===== src/tilt_sensor_supervisor_fsm_unit_macros.svh =====
// Assertion macros for the tilt sensor supervisor.
`ifndef TILT_SENSOR_SUPERVISOR_FSM_UNIT_MACROS_SVH
`define TILT_SENSOR_SUPERVISOR_FSM_UNIT_MACROS_SVH
`ifndef SYNTH
`define TSS_ASSERT(label, clk, rst, prop, msg) \
  label: assert property (@(posedge clk) disable iff (rst) (prop)) else $error(msg);
`define TSS_ASSERT_RST(label, clk, prop, msg) \
  label: assert property (@(posedge clk) (prop)) else $error(msg);
`else
`define TSS_ASSERT(label, clk, rst, prop, msg)
`define TSS_ASSERT_RST(label, clk, prop, msg)
`endif
`endif


===== src/tss_pkg.sv =====
// Package: codes, table and shared types of the tilt sensor supervisor.
`timescale 1ns / 1ps
package tss_pkg;
  localparam int TABLE_ENTRIES = 12;
  localparam int MAX_CLOCK_PULSES = 9;

  localparam logic [3:0] PH_ID = 4'd0;
  localparam logic [3:0] PH_WRITE = 4'd1;
  localparam logic [3:0] PH_VERIFY = 4'd2;
  localparam logic [3:0] PH_POLL = 4'd3;
  localparam logic [3:0] PH_COOL = 4'd4;
  localparam logic [3:0] PH_RELEASE = 4'd5;
  localparam logic [3:0] PH_CLK_LOW = 4'd6;
  localparam logic [3:0] PH_CLK_HIGH = 4'd7;
  localparam logic [3:0] PH_STOP_LOW = 4'd8;
  localparam logic [3:0] PH_STOP_CLK = 4'd9;
  localparam logic [3:0] PH_STOP_DATA = 4'd10;
  localparam logic [3:0] PH_RESTORE = 4'd11;

  localparam logic [2:0] ACT_NONE = 3'd0;
  localparam logic [2:0] ACT_READ = 3'd1;
  localparam logic [2:0] ACT_WRITE = 3'd2;
  localparam logic [2:0] ACT_PIN = 3'd3;
  localparam logic [2:0] ACT_INIT = 3'd4;

  localparam logic [2:0] CFG_THS = 3'd0;
  localparam logic [2:0] CFG_POLL = 3'd1;
  localparam logic [2:0] CFG_FRESH = 3'd2;
  localparam logic [2:0] CFG_RETRY = 3'd3;
  localparam logic [2:0] CFG_AUDIT = 3'd4;
  localparam logic [2:0] CFG_EDGE = 3'd5;

  localparam logic [7:0] REG_WHO = 8'h0F;
  localparam logic [7:0] DEV_ID = 8'h33;
  localparam logic [7:0] REG_INT_SRC = 8'h31;
  localparam logic [7:0] AUTO_INC = 8'h80;
  localparam logic [7:0] TILT_MASK = 8'h50;
  localparam logic [3:0] THS_SLOT = 4'd6;

  typedef struct packed {
    logic [6:0]  tilt_threshold;
    logic [15:0] poll_period_ms;
    logic [15:0] fresh_limit_ms;
    logic [15:0] retry_delay_ms;
    logic [15:0] audit_interval_ms;
    logic [7:0]  edge_delay_ms;
  } cfg_t;

  typedef struct packed {
    logic [31:0] now_ms;
    logic        xfer_ok;
    logic [7:0]  read_value;
    logic        scl_level;
    logic        sda_level;
    logic        init_ok;
  } item_t;

  typedef struct packed {
    logic [2:0]  action;
    logic [7:0]  reg_addr;
    logic [7:0]  write_data;
    logic        scl_release;
    logic        sda_release;
    logic        fault_event;
    logic        healthy;
    logic        tilt_alarm;
    logic [31:0] fault_total;
  } result_t;

  function automatic logic [3:0] entry_index(input logic [3:0] pos);
    return (pos < 4'(TABLE_ENTRIES)) ? pos : 4'(TABLE_ENTRIES - 1);
  endfunction

  function automatic logic [7:0] entry_reg(input logic [3:0] pos);
    logic [7:0] r;
    case (entry_index(pos))
      4'd0: r = 8'h22;  4'd1: r = 8'h20;  4'd2: r = 8'h21;  4'd3: r = 8'h23;
      4'd4: r = 8'h1F;  4'd5: r = 8'h24;  4'd6: r = 8'h32;  4'd7: r = 8'h33;
      4'd8: r = 8'h30;  4'd9: r = 8'h25;  4'd10: r = 8'h2E; default: r = 8'h22;
    endcase
    return r;
  endfunction

  function automatic logic [7:0] entry_val(input logic [3:0] pos, input logic [6:0] ths);
    logic [7:0] v;
    case (entry_index(pos))
      4'd1: v = 8'h57;
      4'd3: v = 8'h88;
      4'd4: v = 8'hC0;
      THS_SLOT: v = {1'b0, ths};
      4'd7: v = 8'h01;
      4'd8: v = 8'h10;
      4'd11: v = 8'h40;
      default: v = 8'h00;
    endcase
    return v;
  endfunction
endpackage


===== src/tss_cfg_regs.sv =====
// Configuration register file of the tilt sensor supervisor.
`timescale 1ns / 1ps
module tss_cfg_regs import tss_pkg::*; (
  input  logic        clk,
  input  logic        rst,
  input  logic        cfg_we,
  input  logic [2:0]  cfg_index,
  input  logic [15:0] cfg_data,
  output cfg_t        cfg
);
  always_ff @(posedge clk) begin
    if (rst) begin
      cfg <= '{tilt_threshold: 7'd16, poll_period_ms: 16'd10, fresh_limit_ms: 16'd100,
               retry_delay_ms: 16'd1000, audit_interval_ms: 16'd1000, edge_delay_ms: 8'd1};
    end else if (cfg_we) begin
      case (cfg_index)
        CFG_THS:   cfg.tilt_threshold <= cfg_data[6:0];
        CFG_POLL:  cfg.poll_period_ms <= cfg_data;
        CFG_FRESH: cfg.fresh_limit_ms <= cfg_data;
        CFG_RETRY: cfg.retry_delay_ms <= cfg_data;
        CFG_AUDIT: cfg.audit_interval_ms <= cfg_data;
        CFG_EDGE:  cfg.edge_delay_ms <= cfg_data[7:0];
        default: ;
      endcase
    end
  end
endmodule


===== src/tss_core.sv =====
// Supervisor state and one-pass next-state logic.
`timescale 1ns / 1ps
module tss_core import tss_pkg::*; (
  input  logic    clk,
  input  logic    rst,
  input  logic    step,
  input  cfg_t    cfg,
  input  item_t   item,
  output result_t res
);
  `include "tilt_sensor_supervisor_fsm_unit_macros.svh"

  logic [3:0]  phase, table_pos, audit_pos, clock_pulses;
  logic        poll_just_done, in_recovery, sample_valid, sample_tilt;
  logic [31:0] phase_time, last_poll_time, audit_start_time, sample_time, fault_count;

  logic [3:0]  phase_next, table_pos_next, audit_pos_next, clock_pulses_next;
  logic        poll_just_done_next, in_recovery_next, sample_valid_next, sample_tilt_next;
  logic [31:0] phase_time_next, last_poll_time_next, audit_start_time_next;
  logic [31:0] sample_time_next, fault_count_next;

  logic [31:0] now;
  logic        ok, waited, flt, hl;
  logic [3:0]  ph, pos_inc;
  logic [7:0]  exp_val, a_reg, a_exp;

  always_comb begin
    now = item.now_ms;
    ok = item.xfer_ok & item.scl_level & item.sda_level;
    waited = (now - phase_time) >= {24'd0, cfg.edge_delay_ms};
    ph = (phase > PH_RESTORE) ? PH_ID : phase;
    exp_val = entry_val(table_pos, cfg.tilt_threshold);
    a_reg = (audit_pos != 4'd0) ? entry_reg(audit_pos) : REG_WHO;
    a_exp = (audit_pos != 4'd0) ? entry_val(audit_pos, cfg.tilt_threshold) : DEV_ID;
    pos_inc = 4'd0;
    flt = 1'b0;

    phase_next = ph; table_pos_next = table_pos; audit_pos_next = audit_pos;
    clock_pulses_next = clock_pulses; poll_just_done_next = poll_just_done;
    in_recovery_next = in_recovery; sample_valid_next = sample_valid;
    sample_tilt_next = sample_tilt; phase_time_next = phase_time;
    last_poll_time_next = last_poll_time; audit_start_time_next = audit_start_time;
    sample_time_next = sample_time;

    res = '0;
    res.action = ACT_NONE;
    res.scl_release = 1'b1;
    res.sda_release = 1'b1;

    if (sample_valid && ((now - sample_time) > {16'd0, cfg.fresh_limit_ms})) begin
      flt = 1'b1;
    end else begin
      case (ph)
        PH_WRITE: begin
          res.action = ACT_WRITE;
          res.reg_addr = entry_reg(table_pos) | AUTO_INC;
          res.write_data = exp_val;
          if (!ok) flt = 1'b1; else phase_next = PH_VERIFY;
        end
        PH_VERIFY: begin
          res.action = ACT_READ;
          res.reg_addr = entry_reg(table_pos) | AUTO_INC;
          if (!ok || item.read_value != exp_val) flt = 1'b1;
          else begin
            pos_inc = table_pos + 4'd1;
            table_pos_next = pos_inc;
            if (pos_inc >= 4'(TABLE_ENTRIES)) begin
              phase_next = PH_POLL;
              last_poll_time_next = now - {16'd0, cfg.poll_period_ms};
            end else phase_next = PH_WRITE;
          end
        end
        PH_POLL: begin
          if (poll_just_done && ((now - audit_start_time) >= {16'd0, cfg.audit_interval_ms}))
          begin
            poll_just_done_next = 1'b0;
            res.action = ACT_READ;
            res.reg_addr = a_reg | AUTO_INC;
            if (!ok || item.read_value != a_exp) flt = 1'b1;
            else begin
              pos_inc = audit_pos + 4'd1;
              if (pos_inc >= 4'(TABLE_ENTRIES)) begin
                audit_pos_next = 4'd0;
                audit_start_time_next = now;
              end else audit_pos_next = pos_inc;
            end
          end else if ((now - last_poll_time) >= {16'd0, cfg.poll_period_ms}) begin
            last_poll_time_next = now;
            res.action = ACT_READ;
            res.reg_addr = REG_INT_SRC | AUTO_INC;
            if (!ok) flt = 1'b1;
            else begin
              sample_tilt_next = (item.read_value & TILT_MASK) == TILT_MASK;
              sample_time_next = now;
              sample_valid_next = 1'b1;
              poll_just_done_next = 1'b1;
              in_recovery_next = 1'b0;
            end
          end
        end
        PH_COOL: begin
          if ((now - phase_time) >= {16'd0, cfg.retry_delay_ms}) begin
            in_recovery_next = 1'b1;
            res.action = ACT_PIN;
            clock_pulses_next = 4'd0;
            phase_time_next = now;
            phase_next = PH_RELEASE;
          end
        end
        PH_RELEASE, PH_CLK_HIGH: begin
          if (waited) begin
            res.action = ACT_PIN;
            if (!item.scl_level) flt = 1'b1;
            else if (item.sda_level) begin
              res.scl_release = 1'b0; res.sda_release = 1'b0;
              phase_next = PH_STOP_LOW; phase_time_next = now;
            end else if (clock_pulses < 4'(MAX_CLOCK_PULSES)) begin
              res.scl_release = 1'b0;
              phase_next = PH_CLK_LOW; phase_time_next = now;
            end else flt = 1'b1;
          end
        end
        PH_CLK_LOW: begin
          if (waited) begin
            res.action = ACT_PIN;
            clock_pulses_next = clock_pulses + 4'd1;
            phase_next = PH_CLK_HIGH; phase_time_next = now;
          end
        end
        PH_STOP_LOW: begin
          if (waited) begin
            res.action = ACT_PIN;
            res.sda_release = 1'b0;
            phase_next = PH_STOP_CLK; phase_time_next = now;
          end
        end
        PH_STOP_CLK: begin
          if (waited) begin
            res.action = ACT_PIN;
            if (!item.scl_level) flt = 1'b1;
            else begin phase_next = PH_STOP_DATA; phase_time_next = now; end
          end
        end
        PH_STOP_DATA: begin
          if (waited) begin
            if (!item.scl_level || !item.sda_level) begin
              res.action = ACT_PIN; flt = 1'b1;
            end else phase_next = PH_RESTORE;
          end
        end
        PH_RESTORE: begin
          res.action = ACT_INIT;
          if (!item.init_ok) flt = 1'b1; else phase_next = PH_ID;
        end
        default: begin
          res.action = ACT_READ;
          res.reg_addr = REG_WHO | AUTO_INC;
          if (!ok || item.read_value != DEV_ID) flt = 1'b1;
          else begin
            table_pos_next = 4'd0; audit_pos_next = 4'd0;
            audit_start_time_next = now;
            poll_just_done_next = 1'b0; phase_next = PH_WRITE;
          end
        end
      endcase
    end

    fault_count_next = fault_count;
    if (flt) begin
      sample_valid_next = 1'b0;
      fault_count_next = fault_count + 32'd1;
      phase_next = PH_COOL;
      phase_time_next = now;
    end
    hl = sample_valid_next && ((now - sample_time_next) <= {16'd0, cfg.fresh_limit_ms});
    res.fault_event = flt;
    res.healthy = hl;
    res.tilt_alarm = !hl || sample_tilt_next;
    res.fault_total = fault_count_next;
  end

  always_ff @(posedge clk) begin
    if (rst) begin
      phase <= PH_ID; table_pos <= '0; audit_pos <= '0; clock_pulses <= '0;
      poll_just_done <= 1'b0; in_recovery <= 1'b0; sample_valid <= 1'b0;
      sample_tilt <= 1'b0; phase_time <= '0; last_poll_time <= '0;
      audit_start_time <= '0; sample_time <= '0; fault_count <= '0;
    end else if (step) begin
      phase <= phase_next; table_pos <= table_pos_next; audit_pos <= audit_pos_next;
      clock_pulses <= clock_pulses_next; poll_just_done <= poll_just_done_next;
      in_recovery <= in_recovery_next; sample_valid <= sample_valid_next;
      sample_tilt <= sample_tilt_next; phase_time <= phase_time_next;
      last_poll_time <= last_poll_time_next; audit_start_time <= audit_start_time_next;
      sample_time <= sample_time_next; fault_count <= fault_count_next;
    end
  end

  `TSS_ASSERT(a_fault_cool, clk, rst, (step && flt) |=> (phase == PH_COOL), "fault must enter cooldown")
  `TSS_ASSERT(a_fault_cnt, clk, rst, (step && flt) |=> (fault_count == $past(fault_count) + 32'd1), "fault count must advance")
  `TSS_ASSERT(a_pulses, clk, rst, clock_pulses <= 4'(MAX_CLOCK_PULSES), "too many clock pulses")
  `TSS_ASSERT(a_recov_poll, clk, rst, (in_recovery && sample_valid) |-> 1'b0 || !in_recovery || !sample_valid, "recovery with valid sample")
endmodule


===== src/tilt_sensor_supervisor_fsm_unit.sv =====
// Top level of the tilt sensor supervisor.
`timescale 1ns / 1ps
// One service pass per beat: every accepted input beat runs the whole supervisor
// step (identity check, table write and read-back, polling with rolling audit,
// cooldown, nine-pulse bus recovery, re-init) in combinational logic between the
// input register and the result register, so a new beat can be taken every cycle
// while the output does not stall. Each result beat is registered in the result
// register from the beat held in the input register. The result register and its
// stall decouple the two sides; input stall is only raised when both the working
// stage and the result register are full and the output stalls.
module tilt_sensor_supervisor_fsm_unit import tss_pkg::*; (
  input  logic        clk,
  input  logic        rst,
  input  logic        in_valid,
  output logic        in_stall,
  input  logic [31:0] now_ms,
  input  logic        xfer_ok,
  input  logic [7:0]  read_value,
  input  logic        scl_level,
  input  logic        sda_level,
  input  logic        init_ok,
  output logic        out_valid,
  input  logic        out_stall,
  output logic [2:0]  action,
  output logic [7:0]  reg_addr,
  output logic [7:0]  write_data,
  output logic        scl_release,
  output logic        sda_release,
  output logic        fault_event,
  output logic        healthy,
  output logic        tilt_alarm,
  output logic [31:0] fault_total,
  input  logic        cfg_we,
  input  logic [2:0]  cfg_index,
  input  logic [15:0] cfg_data
);
  `include "tilt_sensor_supervisor_fsm_unit_macros.svh"

  cfg_t    cfg;
  item_t   item;
  result_t res, out_reg;
  logic    item_valid, step, out_free;

  tss_cfg_regs u_cfg (
    .clk(clk), .rst(rst), .cfg_we(cfg_we), .cfg_index(cfg_index),
    .cfg_data(cfg_data), .cfg(cfg)
  );

  // Advance the working stage whenever the result register can take its beat.
  assign out_free = !out_valid || !out_stall;
  assign step = item_valid && out_free;
  assign in_stall = item_valid && !out_free;

  tss_core u_core (
    .clk(clk), .rst(rst), .step(step), .cfg(cfg), .item(item), .res(res)
  );

  always_ff @(posedge clk) begin
    if (rst) begin
      item_valid <= 1'b0;
    end else if (!in_stall) begin
      item_valid <= in_valid;
    end
  end

  always_ff @(posedge clk) begin
    if (!in_stall && in_valid) begin
      item <= '{now_ms, xfer_ok, read_value, scl_level, sda_level, init_ok};
    end
  end

  always_ff @(posedge clk) begin
    if (rst) begin
      out_valid <= 1'b0;
    end else if (out_free) begin
      out_valid <= step;
    end
  end

  // Hold the result beat while stalled.
  always_ff @(posedge clk) begin
    if (step) out_reg <= res;
  end

  assign action = out_reg.action;
  assign reg_addr = out_reg.reg_addr;
  assign write_data = out_reg.write_data;
  assign scl_release = out_reg.scl_release;
  assign sda_release = out_reg.sda_release;
  assign fault_event = out_reg.fault_event;
  assign healthy = out_reg.healthy;
  assign tilt_alarm = out_reg.tilt_alarm;
  assign fault_total = out_reg.fault_total;

  `TSS_ASSERT(a_no_loss, clk, rst, (out_valid && out_stall) |=> out_valid, "result beat dropped")
  `TSS_ASSERT(a_step_free, clk, rst, step |-> out_free, "step into full result register")
  `TSS_ASSERT_RST(a_rst_clear, clk, $past(rst) |-> !out_valid, "result valid after reset")
endmodule


===== config.mk =====
export PLATFORM = sky130hd
export DESIGN_NAME = tilt_sensor_supervisor_fsm_unit
export DESIGN_NICKNAME = d
export VERILOG_FILES = /design/src/tss_pkg.sv /design/src/tss_cfg_regs.sv /design/src/tss_core.sv /design/src/tilt_sensor_supervisor_fsm_unit.sv
export VERILOG_INCLUDE_DIRS = /design/src /design/src/src
export SDC_FILE = /design/constraint.sdc
export NUM_CORES = 1
export LEC_CHECK = 0
export BUFFER_PORTS_ARGS = -buffer_cell sky130_fd_sc_hd__buf_2
export CAP_MARGIN = 30
export CORE_MARGIN = 3
export CORE_UTILIZATION = 64
export DETAILED_ROUTE_END_ITERATION = 12
export MAX_ROUTING_LAYER = met4
export PLACE_DENSITY_LB_ADDON = 0.3
export SLEW_MARGIN = 20
export SYNTH_ARGS = -nofsm -noshare
export SYNTH_HDL_FRONTEND = slang
export SYNTH_SLANG_ARGS = --single-unit

===== constraint.sdc =====
create_clock -name clk -period 12.86 [get_ports clk]
set_input_delay 2.572 -clock clk [delete_from_list [all_inputs] [get_ports clk]]
set_output_delay 2.572 -clock clk [all_outputs]
set_load 0.05 [all_outputs]

==> impl_metrics.json <==
{
  "outcome": "finished, final reports clean",
  "holdBufCountCts": 0,
  "netlist_instances": 3657,
  "synth_nets": 4013,
  "via_per_inst": 6.265,
  "yosysSeqAreaShare_pct": 28.31,
  "postSynthRegisterBits": 359,
  "relSlewSlack_pct": 31.47,
  "grt_overflow": 0,
  "tightest_slew_ns": 1.002,
  "clkTransAtPathRegs_ns": 0.06,
  "grt_max_degree": 85,
  "hold_path_class": "reg2reg",
  "port_buffers": 124,
  "area_growth_pct": 7.776,
  "arrival_ns": 12.27,
  "layout.cells.most_common_list": "495 x nand2_1, 340 x a21oi_1, 326 x nor2_1, 282 x ha_1, 260 x dfxtp_1",
  "synthesis.area_um2": 28880,
  "hpwl_um": 62810,
  "layout_commonest_cell": "nand2_1",
  "path_buf_inv": 4,
  "clock_path_buffers": 3,
  "grt_pass1_wl_um": 130800,
  "fin_crit_sh_pct": 92.98,
  "vias": 27015,
  "cpPeakStageDelay_ns": 0.58,
  "cpLargestDelayFamily": "compound AO/OA/AOI/OAI gates",
  "gp_congestion": 1.038,
  "drcViolationCount": 0,
  "die_x_um": 218.4,
  "gr-usage-all-layers_pct": 34.90,
  "io_pins": 126,
  "startpoint_type": "flop",
  "setup_slack_ns": 0.9022,
  "drt_iter0_drc": 2384,
  "slew_violations": 0,
  "dp.cells": 4238,
  "ys.flop_type": "dfxtp_1",
  "cts_buffers": 40,
  "hold_violations": 0,
  "syn_area_per_cell_um2": 7.898,
  "dr.pass1.iters": 6,
  "yosysWarningCount": 0,
  "rows": 77,
  "wl_per_cell_um": 19.36,
  "skew_ns": 0.02152,
  "grt_setup_unrepaired": "no",
  "antenna_found_initial": 0,
  "final_cell_count_no_fill": 4312,
  "n_antenna_cell": 0,
  "end_kind": "flop",
  "cts-htree-levels": 2,
  "stdcell_area_um2": 31130,
  "total_power_mw": 3.108,
  "holdWs_ns": 0.4544,
  "cts_setup_buffers": 0,
  "setup_viol": 0,
  "powerDensity_nw_per_um2": 99.83,
  "worst-endpoint-required_ns": 13.17,
  "p_leak_nw": 11.77,
  "die_y_um": 218.4,
  "clk_latency_ns": 0.58,
  "cts-root-buf": "clkbuf_16",
  "fp.dieArea_um2": 47720,
  "ir_worst_vdd_mv": 0.1011,
  "async_reset_ff_share_pct": 0,
  "drive_above_1_share_pct": 7.339,
  "tritoncts": "yes",
  "max_cap_viol_count": 0,
  "pre_cts_ws_ns": 1.109,
  "drt_wl_total_um": 83470,
  "max_freq_ghz": 0.08363,
  "cp_max_fo": 27,
  "ys_types": 96,
  "core_um2": 44410,
  "place_area_um2": 29810,
  "synth_edf_count": 99,
  "critPathSlowestCell": "or4_1",
  "grt_pass1_vias": 25169,
  "cts_resized": 0,
  "ant_nets": 0,
  "final_net_count": 4044,
  "period_minus_slack_ns": 11.96,
  "tns_ns": 0,
  "critPathMostFrequentCell": "a21oi_1",
  "path_class": "reg2reg",
  "final_core_util_pct": 70.09,
  "start_util_pct": 65.03,
  "cts_sinks": 359
}
report_power, final:
| group | switching [mW] | leakage (nW) | internal [mW] | total (mW) |
|---|---|---|---|---|
| registers | 0.0275 | 3.02 | 1.19 | 1.22 |
| logic | 0.450 | 8.11 | 0.258 | 0.707 |
| clock network | 0.491 | 0.639 | 0.688 | 1.18 |
| total | 0.969 | 11.8 | 2.14 | 3.11 |
cell usage after synthesis, types with 35 or more instances:
master    instances  area, um2
a211oi_1         54      405.4
a21o_1           62      465.5
a21oi_1         340       1702
and3_1           35      219.0
clkbuf_1        124      465.5
dfxtp_1         260       5205
edfxtp_1         99       2973
ha_1            282       3528
inv_1           250      938.4
mux2i_1         146       1461
nand2_1         495       1858
nand2b_1         43      269.0
nand3_1          83      415.4
nand4_1          62      387.9
nor2_1          326       1224
nor2b_1          37      231.5
nor3_1           71      355.3
o211ai_1         55      412.9
o21a_1           43      322.8
o21ai_0         138      690.7
xnor2_1         122       1069
xor2_1           66      578.1
state kept, by name, indices dropped and copies added, names as in the netlist, 3 cells and up:
name,flops
item,44
u_core.fault_count,32
u_core.audit_start_time,32
u_core.table_pos,4
u_core.phase_time,32
u_core.phase,4
action,3
reg_addr,7
u_core.last_poll_time,32
u_cfg.cfg,79
u_core.sample_time,32
write_data,8
u_core.clock_pulses,4
u_core.audit_pos,4
fault_total,32
metal layers:
layer	up-vias	global-route usage, %	wire length, um
met5	-	-	0
met3	279	4.769	6032
met1	12482	41.16	33110
met2	1081	58.32	39530
met4	0	17.90	4793
li1	13173	-	-
path summary, 6_finish.rpt:
kind / startpoint / end / slack (ns) / cells past startpoint
worst max-delay path: item[12]$_DFFE_PP_ / tilt_alarm$_DFFE_PP_ / 0.90 / 48
worst min-delay path: u_cfg.cfg[23]$_SDFFE_PP0P_ / u_cfg.cfg[23]$_SDFFE_PP0P_ / 0.45 / 2
worst max register to register: item[12]$_DFFE_PP_ / tilt_alarm$_DFFE_PP_ / 0.90 / 48
worst min register to register: u_cfg.cfg[23]$_SDFFE_PP0P_ / u_cfg.cfg[23]$_SDFFE_PP0P_ / 0.45 / 2
logic make-up (layout without fill, tap and decap cells):
group / Yosys count / in the layout / share of synthesized area (%)
AOI/OAI and AO/OA: 945 / 945 / 21.25
xor gates and xnor gates: 188 / 188 / 5.701
DFF: 359 / 359 / 28.31
buffers and inverters: 424 / 487 / 5.935
muxes: 151 / 151 / 5.254
other: 1 / 1 / 0.01298
and+or+nand+nor: 1301 / 1301 / 20.90
adders and majority gates: 288 / 288 / 12.63
layout make-up:
class,instances,area (um2)
multi-input cells,2874,19020
flip-flops and latches,359,8178
inverters,252,945.9
repair buffers,161,920.9
clock buffers,55,1110
clock inverters,19,212.7
well taps,592,740.7
fillers,3613,13280
worst register-to-register path, delay by kind of cell (launching register included):
kind,cells,cell delay (ns)
xor+xnor,2,0.29
compound gates,22,4.34
mux,1,0.24
buf+inv,4,0.98
simple gates,14,3.87
flops,1,0.46
fa+ha+maj,5,1.49
Note: power is estimated with default switching activity, not from simulation.
